`src/hw/rtl/rsa_modular_exponentiation_macros.svh`:
```
// Assertion macros shared by the modular exponentiation RTL.
// Depends on a clock named clk and a reset named rst in the including module.
`ifndef RSA_MODULAR_EXPONENTIATION_MACROS_SVH
`define RSA_MODULAR_EXPONENTIATION_MACROS_SVH

// The consequent must hold in the same cycle as the antecedent.
`define RME_ASSERT_SAME(label, pre, post) \
  label: assert property (@(posedge clk) disable iff (rst) (pre) |-> (post)) \
    else $error("same-cycle check failed");

// The consequent must hold in the cycle after the antecedent.
`define RME_ASSERT_NEXT(label, pre, post) \
  label: assert property (@(posedge clk) disable iff (rst) (pre) |=> (post)) \
    else $error("next-cycle check failed");

`endif

```
`src/hw/rtl/rme_pkg.sv`:
```
// Shared types and constants for the modular exponentiation block.
// No dependencies.
package rme_pkg;

  localparam int WIDTH = 31;
  localparam int CNT_W = $clog2(WIDTH);
  localparam int IDX_W = 2;

  localparam logic [IDX_W-1:0] REG_MODULUS  = IDX_W'(0);
  localparam logic [IDX_W-1:0] REG_EXPONENT = IDX_W'(1);

  typedef enum logic [2:0] {
    ST_IDLE,
    ST_REDUCE,
    ST_SQUARE,
    ST_MULT,
    ST_FINISH
  } rme_state_t;

  typedef struct packed {
    logic busy;
    logic done;
  } rme_mul_stat_t;

endpackage

```
`src/hw/rtl/rme_cell.sv`:
```
// One cell of the multiplier-bit chain: loads a bit or takes its neighbour's bit.
// No package dependencies.
module rme_cell (
  input  logic clk,
  input  logic load,
  input  logic load_bit,
  input  logic shift,
  input  logic shift_in,
  output logic q
);

  always_ff @(posedge clk) begin
    if (load) begin
      q <= load_bit;
    end else if (shift) begin
      q <= shift_in;
    end
  end

endmodule

```
`src/hw/rtl/rme_mulmod.sv`:
```
// Bit-serial modular multiplier: (a * b) mod n by double-and-add, one bit a cycle.
// Depends on rme_pkg, rme_cell and the assertion macro header.
`include "rsa_modular_exponentiation_macros.svh"
module rme_mulmod (
  input  logic                       clk,
  input  logic                       rst,
  input  logic                       start,
  input  logic [rme_pkg::WIDTH-1:0]  a,
  input  logic [rme_pkg::WIDTH-1:0]  b,
  input  logic [rme_pkg::WIDTH-1:0]  n,
  output rme_pkg::rme_mul_stat_t     stat,
  output logic [rme_pkg::WIDTH-1:0]  result
);
  import rme_pkg::*;

  logic [WIDTH-1:0] a_q;
  logic [WIDTH-1:0] n_q;
  logic [WIDTH-1:0] acc;
  logic [WIDTH-1:0] acc_next;
  logic [CNT_W-1:0] count;
  logic             busy;
  logic             done;
  logic [WIDTH-1:0] chain;
  logic [WIDTH:0]   dbl;
  logic [WIDTH:0]   dbl_red;
  logic [WIDTH:0]   sum;
  logic [WIDTH:0]   sum_red;

  // Multiplier bits walk towards the top cell, which feeds the current step.
  for (genvar i = 0; i < WIDTH; i++) begin : g_cells
    rme_cell u_cell (
      .clk      (clk),
      .load     (start),
      .load_bit (b[i]),
      .shift    (busy),
      .shift_in ((i == 0) ? 1'b0 : chain[(i == 0) ? 0 : i-1]),
      .q        (chain[i])
    );
  end

  always_comb begin
    dbl     = {acc, 1'b0};
    dbl_red = (dbl >= {1'b0, n_q}) ? dbl - {1'b0, n_q} : dbl;
    sum     = dbl_red + {1'b0, a_q};
    sum_red = (sum >= {1'b0, n_q}) ? sum - {1'b0, n_q} : sum;
    acc_next = chain[WIDTH-1] ? sum_red[WIDTH-1:0] : dbl_red[WIDTH-1:0];
  end

  always_ff @(posedge clk) begin
    if (start) begin
      a_q   <= a;
      n_q   <= n;
      acc   <= '0;
      count <= CNT_W'(WIDTH-1);
    end else if (busy) begin
      acc   <= acc_next;
      count <= count - 1'b1;
    end
  end

  always_ff @(posedge clk) begin
    if (rst) begin
      busy <= 1'b0;
      done <= 1'b0;
    end else begin
      done <= busy && (count == '0);
      if (start) begin
        busy <= 1'b1;
      end else if (busy && (count == '0)) begin
        busy <= 1'b0;
      end
    end
  end

  assign stat.busy = busy;
  assign stat.done = done;
  assign result    = acc;

  `RME_ASSERT_NEXT(a_start_busy, start, busy)
  `RME_ASSERT_SAME(a_done_idle, done, !busy)
  `RME_ASSERT_SAME(a_result_reduced, done && (n_q > WIDTH'(1)), acc < n_q)

endmodule

```
`src/hw/rtl/rsa_modular_exponentiation.sv`:
```
// Top level of the modular exponentiation block: control and registers.
// Depends on rme_pkg, rme_mulmod and the assertion macro header.
//
// Usage: configuration beats on the cfg channel (cfg_index 0 = modulus,
// 1 = exponent, other indexes ignored) are always accepted and should only
// be sent while the block is idle. Each beat on the input channel carries one
// base_value; exactly one power_result beat follows, equal to base_value
// raised to the exponent, reduced modulo the modulus. A modulus of zero or
// one gives zero. Items are processed one at a time.
// Each modular product runs through the bit-serial multiplier as a start,
// 31 bit steps and a done pulse. An item takes one product to reduce the
// base, then 31 squarings and one multiply per set exponent bit, then the
// finish state; out_valid rises in the same cycle as in_ready, when the next
// input beat can be taken. A trivial modulus skips the multiplier and goes
// straight from its input beat to the finish state.
// The result sits in an output register, so a new input beat is taken while
// a finished result still waits. If the receiver stalls and the next result
// is ready too, the block holds that result and takes no input until the
// output register frees. Reset clears the control state, drops out_valid and
// loads modulus 1 and exponent 1.
`include "rsa_modular_exponentiation_macros.svh"
module rsa_modular_exponentiation (
  input  logic                       clk,
  input  logic                       rst,
  input  logic                       cfg_valid,
  output logic                       cfg_ready,
  input  logic [rme_pkg::IDX_W-1:0]  cfg_index,
  input  logic [rme_pkg::WIDTH-1:0]  cfg_data,
  input  logic                       in_valid,
  output logic                       in_ready,
  input  logic [rme_pkg::WIDTH-1:0]  base_value,
  output logic                       out_valid,
  input  logic                       out_ready,
  output logic [rme_pkg::WIDTH-1:0]  power_result
);
  import rme_pkg::*;

  rme_state_t       state;
  rme_state_t       state_next;
  logic [WIDTH-1:0] modulus;
  logic [WIDTH-1:0] exponent;
  logic [WIDTH-1:0] n_q;
  logic [WIDTH-1:0] e_q;
  logic [WIDTH-1:0] base_r;
  logic [WIDTH-1:0] acc;
  logic [CNT_W-1:0] bit_idx;
  logic             launched;
  logic             mul_start;
  logic             computing;
  logic             out_free;
  logic [WIDTH-1:0] mul_a;
  logic [WIDTH-1:0] mul_b;
  logic [WIDTH-1:0] mul_res;
  rme_mul_stat_t    mul_stat;

  assign cfg_ready = 1'b1;
  assign out_free  = !out_valid || out_ready;

  // Configuration registers.
  always_ff @(posedge clk) begin
    if (rst) begin
      modulus  <= WIDTH'(1);
      exponent <= WIDTH'(1);
    end else if (cfg_valid && cfg_ready) begin
      unique case (cfg_index)
        REG_MODULUS:  modulus  <= cfg_data;
        REG_EXPONENT: exponent <= cfg_data;
        default: ;
      endcase
    end
  end

  // Next state.
  always_comb begin
    state_next = state;
    unique case (state)
      ST_IDLE: begin
        if (in_valid) begin
          state_next = (modulus <= WIDTH'(1)) ? ST_FINISH : ST_REDUCE;
        end
      end
      ST_REDUCE: begin
        if (mul_stat.done) state_next = ST_SQUARE;
      end
      ST_SQUARE: begin
        if (mul_stat.done) begin
          if (e_q[bit_idx]) begin
            state_next = ST_MULT;
          end else if (bit_idx == '0) begin
            state_next = ST_FINISH;
          end
        end
      end
      ST_MULT: begin
        if (mul_stat.done) state_next = (bit_idx == '0) ? ST_FINISH : ST_SQUARE;
      end
      ST_FINISH: begin
        if (out_free) state_next = ST_IDLE;
      end
      default: state_next = ST_IDLE;
    endcase
  end

  // Control outputs.
  always_comb begin
    in_ready  = (state == ST_IDLE);
    computing = (state == ST_REDUCE) || (state == ST_SQUARE) || (state == ST_MULT);
    mul_start = computing && !launched;
    // Reduction of the base runs as 1 * base, which is restoring division.
    unique case (state)
      ST_REDUCE: begin
        mul_a = WIDTH'(1);
        mul_b = base_r;
      end
      ST_MULT: begin
        mul_a = acc;
        mul_b = base_r;
      end
      default: begin
        mul_a = acc;
        mul_b = acc;
      end
    endcase
  end

  always_ff @(posedge clk) begin
    if (rst) begin
      state    <= ST_IDLE;
      launched <= 1'b0;
      out_valid <= 1'b0;
    end else begin
      state <= state_next;
      if (mul_start) begin
        launched <= 1'b1;
      end else if (mul_stat.done) begin
        launched <= 1'b0;
      end
      if ((state == ST_FINISH) && out_free) begin
        out_valid <= 1'b1;
      end else if (out_ready) begin
        out_valid <= 1'b0;
      end
    end
  end

  // Datapath registers.
  always_ff @(posedge clk) begin
    if (in_valid && in_ready) begin
      n_q     <= modulus;
      e_q     <= exponent;
      base_r  <= base_value;
      acc     <= '0;
      bit_idx <= CNT_W'(WIDTH-1);
    end else if (mul_stat.done) begin
      unique case (state)
        ST_REDUCE: begin
          base_r <= mul_res;
          acc    <= WIDTH'(1);
        end
        ST_SQUARE: begin
          acc <= mul_res;
          if (!e_q[bit_idx] && (bit_idx != '0)) bit_idx <= bit_idx - 1'b1;
        end
        ST_MULT: begin
          acc <= mul_res;
          if (bit_idx != '0) bit_idx <= bit_idx - 1'b1;
        end
        default: ;
      endcase
    end
    if ((state == ST_FINISH) && out_free) begin
      power_result <= acc;
    end
  end

  rme_mulmod u_mulmod (
    .clk    (clk),
    .rst    (rst),
    .start  (mul_start),
    .a      (mul_a),
    .b      (mul_b),
    .n      (n_q),
    .stat   (mul_stat),
    .result (mul_res)
  );

  `RME_ASSERT_NEXT(a_accept_leaves_idle, in_valid && in_ready, state != ST_IDLE)
  `RME_ASSERT_NEXT(a_stall_holds, out_valid && !out_ready, out_valid && $stable(power_result))
  `RME_ASSERT_SAME(a_start_in_compute, mul_start, computing && !mul_stat.busy)

endmodule

```
`config.mk`:
```
export PLATFORM = sky130hd
export DESIGN_NAME = rsa_modular_exponentiation
export DESIGN_NICKNAME = d
export VERILOG_FILES = /design/src/hw/rtl/rme_pkg.sv /design/src/hw/rtl/rme_cell.sv /design/src/hw/rtl/rme_mulmod.sv /design/src/hw/rtl/rsa_modular_exponentiation.sv
export VERILOG_INCLUDE_DIRS = /design/src /design/src/hw/rtl
export SDC_FILE = /design/constraint.sdc
export NUM_CORES = 1
export LEC_CHECK = 0
export ABC_AREA = 1
export BUFFER_PORTS_ARGS = -buffer_cell sky130_fd_sc_hd__buf_2
export CELL_PAD_IN_SITES_DETAIL_PLACEMENT = 0
export CELL_PAD_IN_SITES_GLOBAL_PLACEMENT = 1
export CORE_ASPECT_RATIO = 0.75
export CORE_UTILIZATION = 50
export DETAILED_ROUTE_END_ITERATION = 10
export PLACE_DENSITY = 0.92
export SYNTH_ARGS = -nofsm -noshare
export SYNTH_HDL_FRONTEND = slang
export SYNTH_SLANG_ARGS = --single-unit
```
`constraint.sdc`:
```
create_clock -name clk -period 15.1 [get_ports clk]
set_input_delay 3.02 -clock clk [delete_from_list [all_inputs] [get_ports clk]]
set_output_delay 3.02 -clock clk [all_outputs]
set_load 0.05 [all_outputs]
```
## Word level (Yosys, flattened, before mapping)

Cells that the tools add are included.

- Flip-flop bits (word level): 358
- Input port bits: 69
- Output and inout bits: 34
- Logic and storage cells: 193

- $add $sub $neg: 5
- $lt $le $gt $ge: 4
- Eq/ne operators: 13
- Multiplexer cells: 91
- Reductions and logical operators: 32

Operators by type and width:

| kind | count |
|---|---|
| $mux 31 | 6 |
| $mux 1 | 69 |
| $ge 32x31->1 | 2 |
| $pmux 31 s2 | 1 |
| $add 32x31->32 | 1 |
| $mux 32 | 1 |
| $sub 32x31->32 | 1 |
| $le 31x1->1 const B | 1 |
| $sub 31x31->31 | 1 |
| $mux 3 | 9 |
| $reduce_bool 2->1 | 8 |
| $pmux 3 s5 | 1 |
| $logic_not 5->1 | 2 |
| $mux 5 | 2 |
| $ne 2x1->1 const B | 5 |
| $pmux 5 s2 | 1 |
| $sub 5x1->5 const B | 2 |
| $reduce_and 2->1 | 4 |
| $eq 3x2->1 const B | 2 |
| $lt 5x6->1 const B | 1 |
| $reduce_and 6->1 | 1 |
| $bmux 1 s5 | 1 |
| $logic_and 1x1->1 | 5 |
| $reduce_bool 5->1 | 1 |
| 11 further kinds | 17 |

## Longest topological paths before layout

Gate-level depths: netlist of run 1.

- Depth in word-level cells: 6
- Gate-level depth with buffers: 42
- Depth with buffers taken out: 41

## Modules after synthesis

Synthesis of run 1 repeated with hierarchy kept, for this count alone.

- Cells, all modules: 2,692
- Area total of the unflattened synthesis: 20,876.3 sq um

By module, submodules not included:

| module | instances | cells an instance | area an instance (sq um) | seq. area each (sq um) |
|---|---|---|---|---|
| rme_mulmod | 1 | 1,574 | 10,231.1 | 2,622.5 |
| rsa_modular_exponentiation | 1 | 932 | 9,054.9 | 5,785.5 |
| rme_cell | 31 | 6 | 51.3 | 30.0 |

## Least setup slack after synthesis of run 1

No wires, ideal clock.

- Path type: register to register
- Start point: register state[2]
- End point: register u_mulmod.g_cells[0].u_cell.q, enable pin
- Setup time: 0.389 ns
- Arrival: 7.221 ns
- Data required time: 14.711 ns
- Path slack: 7.490 ns
- Stages on the path, launching flop included: 6
- Buffers on the path: 2
- Period minus slack after synthesis: 7.610 ns
- Cell sequence: dfxtp_1 buf_2 nor3_1 clkinv_1 clkbuf_1 nand2_1

- Longest elaborated chain between the ends: 5
- Elaborated cells on any way between the ends: 7
- Those cells by class: eq/ne: 3; reduce/logical: 4

Ends and longest elaborated chain:

| item | line | text |
|---|---|---|
| start: declaration | rsa_modular_exponentiation.sv:38 | `rme_state_t state;` |
| start signal: assignment | rsa_modular_exponentiation.sv:132 | `state <= state_next;` |
| $eq 3x1->1 / $eq 3x2->1 (equally long branches) | rsa_modular_exponentiation.sv:107 | `computing = (state == ST_REDUCE) \|\| (state == ST_SQUARE) \|\| (state == ST_MULT);` |
| $logic_or 1x1->1 | rsa_modular_exponentiation.sv:107 |  |
| $logic_or 1x1->1 * | rsa_modular_exponentiation.sv:107 |  |
| $logic_and 1x1->1 * | rsa_modular_exponentiation.sv:108 | `mul_start = computing && !launched;` |
| via mul_start | rsa_modular_exponentiation.sv:48 | `logic mul_start;` |
| $reduce_bool 2->1 (no line) * | -- |  |
| end signal: assignment | rme_cell.sv:14 | `q <= load_bit;` |
| end signal: assignment | rme_cell.sv:16 | `q <= shift_in;` |
| end: declaration | rme_cell.sv:9 | `output logic q` |

The timed path passes the listed nets; every way through them passes the cells marked *.
A chain may end at the register's enable or synchronous reset.

## Worst setup path after layout of run 1

- Start point: register u_mulmod.n_q[17]
- End point: register u_mulmod.acc[10] (netlist: u_mulmod.result[10])

- Longest elaborated chain between the ends: 6
- Elaborated cells on any way between the ends: 8
- Those cells by class: add/sub: 3; order compare: 2; mux: 3

Ends and longest elaborated chain:

| item | line | text |
|---|---|---|
| start: declaration | rme_mulmod.sv:17 | `logic [WIDTH-1:0] n_q;` |
| start signal: assignment | rme_mulmod.sv:52 | `n_q <= n;` |
| $sub 32x31->32 / $ge 32x31->1 (equally long branches) | rme_mulmod.sv:43 | `dbl_red = (dbl >= {1'b0, n_q}) ? dbl - {1'b0, n_q} : dbl;` |
| $mux 32 | rme_mulmod.sv:43 |  |
| $add 32x31->32 | rme_mulmod.sv:44 | `sum = dbl_red + {1'b0, a_q};` |
| $ge 32x31->1 / $sub 31x31->31 (equally long branches) | rme_mulmod.sv:45 | `sum_red = (sum >= {1'b0, n_q}) ? sum - {1'b0, n_q} : sum;` |
| $mux 31 | rme_mulmod.sv:45 |  |
| $mux 31 * | rme_mulmod.sv:46 | `acc_next = chain[WIDTH-1] ? sum_red[WIDTH-1:0] : dbl_red[WIDTH-1:0];` |
| end signal: assignment | rme_mulmod.sv:56 | `acc <= acc_next;` |
| end: declaration | rme_mulmod.sv:18 | `logic [WIDTH-1:0] acc;` |

Every way passes the cells marked *; elsewhere a longest branch is shown, timed or not.

==> key figures, run 1 <==
Layout
  – Register area: 9340 µm²
  – Share of layout cells above drive strength 1: 7.22%
  – N_diodes: 0
  – # fillers: 3753
  – Multi-input logic area: 9270 µm²
  – Utilization after layout: 56.5%
  – Most frequent cells in the layout: nand2_1, inv_1, nor2_1, o21ai_0, edfxtp_1
  – Most common cell after layout, fill and taps aside: nand2_1
  – Area growth syn-to-layout: 10.4%
  – Final layout net count: 2867

Synth
  – Seq/Total Area, Yosys: 45.6%
  – Yosys cell types: 43
  – Mapped Cells: 2635
  – Cell area after synthesis: 20500 µm²
  – Avg Inst Size Synth: 7.77 µm²
  – Yosys Warn Count: 0
  – Synthesis-stage register bit count: 358
  – Syn Nets: 2802

Die
  – Die area: 41800 µm²
  – Die height: 177 µm
  – Die X: 236 µm
  – Core box area: 40000 µm²
  – Row cnt: 63
  – Effective utilization at floorplan: 51.2%
  – Top Ports: 103

Routing
  – DRT antenna net count: 0
  – Drt first pass iters: 5
  – Drt via density: 5.62
  – DR top layer: met4
  – Routed WL: 66.6 mm
  – Via count: 18200
  – 1st-iter DRT viols: 1833
  – Met3 WL post-DR: 6.49 mm
  – Met2 Wirelength: 27.3 mm
  – DRC Markers: 0
  – Met1 wire length: 31.3 mm
  – WL/cell: 20.5 µm

Critical path
  – CP Launch Type: register
  – Crit path required time: 15.52 ns
  – FF-to-FF path depth: 39
  – Reg2reg setup slack: 6.69 ns
  – Critical R2R Capture: u_mulmod.result[10]
  – Endpoint class of the critical path: register
  – Worst R2R Start: u_mulmod.n_q[17]
  – Slowest CP cell: o21ai_0
  – Worst stage delay on the critical path: 0.50 ns
  – CP arrival: 8.83 ns
  – Setup CP Type: register to register
  – CP dominant cell by count: nand2_1
  – Max Fanout on Critical Path: 55

Clocking
  – Post-CTS sizing: 0
  – Post-CTS setup buffer count: 0
  – CTS clk-pin slew, worst paths: 0.06 ns
  – Longest Clk Path Bufs: 3
  – Total CTS buffers: 38
  – Clock root buffer: clkbuf_16
  – CTS sink cnt: 358
  – Clock insertion delay at the later pin of the skew report: 0.55 ns
  – TritonCTS clock tree: built
  – Hold_buf cts: 0
  – H-tree depth: 2

Place
  – Final HPWL DP: 51.2 mm
  – Global placer's final weighted congestion: 1.09
  – I/O Buffers: 101

Global route
  – Largest net degree at the start of global routing: 93
  – Vias in the first global route: 16700
  – Initial antenna violation count: 2
  – First-pass GRT wire length: 99.4 mm
  – Gr ovfl total: 0
  – GR Util All Layers: 31.6%

Worst hold path
  – Hold path startpoint: n_q[6]
  – Type of the tightest min-delay check: register to register
  – Hold path endpoint: u_mulmod.n_q[6]
  – Hold Path Stages: 0

Timing
  – Normalized max-slew margin: 17.3%
  – Max Clk Rate: 0.119 GHz
  – Tmin final: 8.41 ns
  – Final hold violations: 0
  – Worst Skew: 0.0215 ns
  – Slew @ Worst Pin: 1.24 ns
  – Setup TNS: 0 ns
  – RSZ-0062 raised after global routing: false
  – Fin. max-slew vios: 0
  – Fin crit share: 55.7%
  – Setup violators final: 0

Outcome
  – Status: finished, final reports clean

Job
  – # Max-Cap Violations: 0
==> worst max-delay path by stage <==
stage	start	endpoint	cells past startpoint
after floorplan	state[2]	u_mulmod.g_cells[0].u_cell.q	5
after global placement	u_mulmod.n_q[17]	u_mulmod.result[27]	39
after detailed placement	u_mulmod.n_q[17]	u_mulmod.result[29]	39
after CTS	u_mulmod.n_q[17]	u_mulmod.result[10]	39
after global routing	u_mulmod.n_q[17]	u_mulmod.result[10]	39
final	u_mulmod.n_q[17]	u_mulmod.result[10]	39
==> per-layer routing <==
layer | GRT usage, % | vias to the layer above
met3 | 7.50 | 82
met1 | 47.5 | 8610
met5 | 0 | -
met2 | 45.1 | 719
met4 | 8.03 | 0
li1 | - | 8833
==> Yosys cell counts <==
| cell | number | area [µm²] |
|---|---|---|
| a221oi_1 | 1 | 8.76 |
| a21oi_2 | 1 | 8.76 |
| nand2_4 | 1 | 11.3 |
| a21boi_0 | 7 | 52.6 |
| clkinv_1 | 2 | 7.51 |
| buf_2 | 17 | 85.1 |
| or2_2 | 9 | 56.3 |
| nor4_1 | 11 | 68.8 |
| clkbuf_1 | 55 | 206 |
| buf_6 | 4 | 45.0 |
| o31ai_1 | 2 | 15.0 |
| dfxtp_1 | 141 | 2820 |
| nand2_1 | 615 | 2310 |
| a211oi_1 | 1 | 7.51 |
| inv_1 | 394 | 1480 |
| o22ai_1 | 5 | 31.3 |
| nor3_1 | 24 | 120 |
| a21o_1 | 12 | 90.1 |
| xnor2_1 | 19 | 166 |
| nand4_1 | 45 | 282 |
| o211ai_1 | 10 | 75.1 |
| nand2_2 | 4 | 25.0 |
| nand3_1 | 126 | 631 |
| o21a_1 | 4 | 30.0 |
| conb_1 | 1 | 3.75 |
| o32ai_1 | 28 | 245 |
| ha_1 | 95 | 1190 |
| o21ai_1 | 4 | 20.0 |
| edfxtp_1 | 217 | 6520 |
| and3_1 | 1 | 6.26 |
| a31oi_1 | 5 | 31.3 |
| buf_1 | 11 | 41.3 |
| nor2_1 | 273 | 1020 |
| o21ai_0 | 260 | 1300 |
| nand3_4 | 1 | 17.5 |
| xor2_1 | 47 | 412 |
| buf_4 | 3 | 22.5 |
| fa_1 | 3 | 60.1 |
| nand3_2 | 1 | 10.0 |
| nand3b_1 | 8 | 60.1 |
| o21bai_1 | 20 | 150 |
| inv_2 | 2 | 7.51 |
| a21oi_1 | 145 | 726 |
==> cell families after synthesis <==
logic type	count (synthesis)	synth area share (%)
and+or+nand+nor	1119	22.6
buffers and inverters	488	9.25
other	1	0.0183
xor gates and xnor gates	66	2.82
DFF	358	45.6
AOI/OAI and AO/OA	505	13.6
adders and majority gates	98	6.10
==> layout make-up <==
type                       count  area share, %
timing repair buffer         115           2.70
clock buffer                  49           4.53
sequential                   358           41.3
multi-input combinational   1789           41.0
clock inverter                19          0.902
tap                          520           2.88
inverter                     398           6.62
==> metrics by stage <==
stage	cells	setup WS [ns]	instance area [µm²]	hold slack, ns
floorplan	2635	7.49	20500	0.400
global placement	3180	7.19	21400	0.401
detailed placement	3180	7.23	21400	0.405
CTS	3248	7.18	22600	0.415
global route	3248	6.18	22600	0.426
finish	3248	6.69	22600	0.416
==> critical path: cells and delay by family, from the launching register on <==
family / cells / cell delay (ns)
AOI/OAI and AO/OA: 2 / 0.58
adders and majority gates: 4 / 1.46
buffers and inverters: 6 / 0.85
DFF: 1 / 0.32
and+or+nand+nor: 27 / 5.06
Power of run 1 is left out: the tool's default activity adds up to more than one toggle a clock period on the data nets, which glitch-free logic cannot reach.
==> inputs of run 2 (changes only) <==
- CORE_UTILIZATION: 50 -> 42
- PLACE_DENSITY: 0.92 -> 0.83
- clock period: 15.1 -> 7.6 ns (I/O delays scaled with it)
==> key figures, run 2 (synthesis results as in run 1) <==
Die
  – Die area: 49700 µm² (was 41800 µm²)
  – Top Ports: 103 (unchanged)
  – Die height: 193 µm (was 177 µm)
  – Core box area: 47700 µm² (was 40000 µm²)
  – Effective utilization at floorplan: 42.9% (was 51.2%)
  – Die X: 257 µm (was 236 µm)
  – Row cnt: 69 (was 63)

Timing
  – Final hold violations: 0 (unchanged)
  – Tmin final: 7.09 ns (was 8.41 ns)
  – Max Clk Rate: 0.141 GHz (was 0.119 GHz)
  – Normalized max-slew margin: 20.7% (was 17.3%)
  – Slew @ Worst Pin: 1.19 ns (was 1.24 ns)
  – Setup violators final: 0 (unchanged)
  – RSZ-0062 raised after global routing: false (unchanged)
  – Worst Skew: 0.0192 ns (was 0.0215 ns)
  – Fin crit share: 93.3% (was 55.7%)
  – Final WS setup: 0.509 ns (was 6.69 ns)
  – Setup TNS: 0 ns (unchanged)
  – Fin. max-slew vios: 0 (unchanged)

Routing
  – Drt first pass iters: 6 (was 5)
  – DRT antenna net count: 0 (unchanged)
  – Routed WL: 66.7 mm (was 66.6 mm)
  – Drt via density: 5.40 (was 5.62)
  – Via count: 18200 (about the same)
  – 1st-iter DRT viols: 2120 (was 1833)
  – DRC Markers: 0 (unchanged)
  – WL/cell: 19.8 µm (was 20.5 µm)

Critical path
  – Endpoint class of the critical path: register (unchanged)
  – Worst stage delay on the critical path: 0.59 ns (was 0.50 ns)
  – Delay-heaviest family, CP: simple AND/OR/NAND/NOR gates (unchanged)
  – CP bufs+invs: 7 (was 6)
  – Max Fanout on Critical Path: 36 (was 55)
  – CP arrival: 7.58 ns (was 8.83 ns)
  – Reg2reg setup slack: 0.51 ns (was 6.69 ns)
  – CP dominant cell by count: nand2_1 (unchanged)
  – Crit path required time: 8.09 ns (was 15.52 ns)
  – Slowest CP cell: dfxtp_1 (was o21ai_0)
  – Setup CP Type: register to register (unchanged)
  – CP Launch Type: register (unchanged)

Layout
  – Share of layout cells above drive strength 1: 7.65% (was 7.22%)
  – Multi-input logic area: 9310 µm² (was 9270 µm²)
  – Register area: 9340 µm² (unchanged)
  – Post-layout instance area: 22800 µm² (was 22600 µm²)
  – Most frequent cells in the layout: nand2_1, inv_1, nor2_1, o21ai_0, edfxtp_1 (unchanged)
  – Final layout net count: 2871 (was 2867)
  – Area growth syn-to-layout: 11.5% (was 10.4%)
  – N_diodes: 0 (unchanged)
  – Most common cell after layout, fill and taps aside: nand2_1 (unchanged)
  – # fillers: 4750 (was 3753)

Clocking
  – H-tree depth: 2 (unchanged)
  – Longest Clk Path Bufs: 3 (unchanged)
  – CTS clk-pin slew, worst paths: 0.07 ns (was 0.06 ns)
  – Clock root buffer: clkbuf_16 (unchanged)
  – CTS sink cnt: 358 (unchanged)
  – TritonCTS clock tree: built (unchanged)
  – Post-CTS setup buffer count: 0 (unchanged)
  – Total CTS buffers: 38 (unchanged)
  – Clock insertion delay at the later pin of the skew report: 0.57 ns (was 0.55 ns)

Place
  – Final HPWL DP: 51.6 mm (was 51.2 mm)
  – Dpl ws: -0.118 ns (was 7.23 ns)
  – DP Area: 21500 µm² (was 21400 µm²)
  – I/O Buffers: 101 (unchanged)
  – Global placer's final weighted congestion: 1.03 (was 1.09)

Outcome
  – Status: finished, final reports clean (unchanged)

Global route
  – Vias in the first global route: 17000 (was 16700)
  – Gr ovfl total: 0 (unchanged)
  – First-pass GRT wire length: 102 mm (was 99.4 mm)
  – GR Util All Layers: 26.7% (was 31.6%)
  – Largest net degree at the start of global routing: 100 (was 93)
  – Initial antenna violation count: 0 (was 2)

Job
  – # Max-Cap Violations: 0 (unchanged)

Worst hold path
  – Type of the tightest min-delay check: register to register (unchanged)
## run 2: changes by cell type in the layout (fill, tap and decap cells not counted), moves of 2 or more
cell and delta:
o21ai_2 +3, buf_4 +3, inv_8 +3, clkbuf_1 -6, o21ai_0 -2, clkbuf_8 +2
## run 2: worst register-to-register path, delay by kind of cell, from the launching register on
family,cells,cell delay (ns)
fa+ha+maj,3,1.15
buf+inv,7,0.96
simple gates,23,3.45
compound gates,3,0.86
flops,1,0.59
## run 2: layout make-up
type / instances / share of cell area (%)
clock buffers: 45 / 4.51
clock inverters: 22 / 0.937
inverters: 398 / 6.57
multi-input cells: 1790 / 40.8
flip-flops and latches: 358 / 40.9
well taps: 639 / 3.50
repair buffers: 118 / 2.77
## run 2: through the flow
stage                     util (%)  std cells  hold WS (ns)
after floorplan                  -       2635         0.400
after global routing          47.8       3370         0.430
after global placement        45.1       3302         0.404
after detailed placement      45.1       3302         0.405
final                         47.8       3370         0.419
after CTS                     47.7       3369         0.414
## run 2: final timing paths
path	cells after the start	end	startpoint
max	36	u_mulmod.result[2]	u_mulmod.result[14]
min	0	u_mulmod.n_q[11]	n_q[11]
max reg2reg	36	u_mulmod.result[2]	u_mulmod.result[14]
min reg2reg	0	u_mulmod.n_q[11]	n_q[11]
## run 2: per-layer routing
metal	track usage, %	vias to the layer above	wire, µm
met4	4.83	0	1000
met5	0	-	0
li1	-	8844	-
met2	35.6	759	25600
met3	4.25	70	5810
met1	44.2	8519	34200
## run 2: what timing repair did
action / 4_1_cts / 5_1_grt
cloned: 0 / 1
resized for setup: 1 / 9
setup endpoints to repair: 31 / 31
hold buffers: 0 / 0
endpoints found under the hold margin: 0 / 0
Power of run 2 is left out for the same reason.
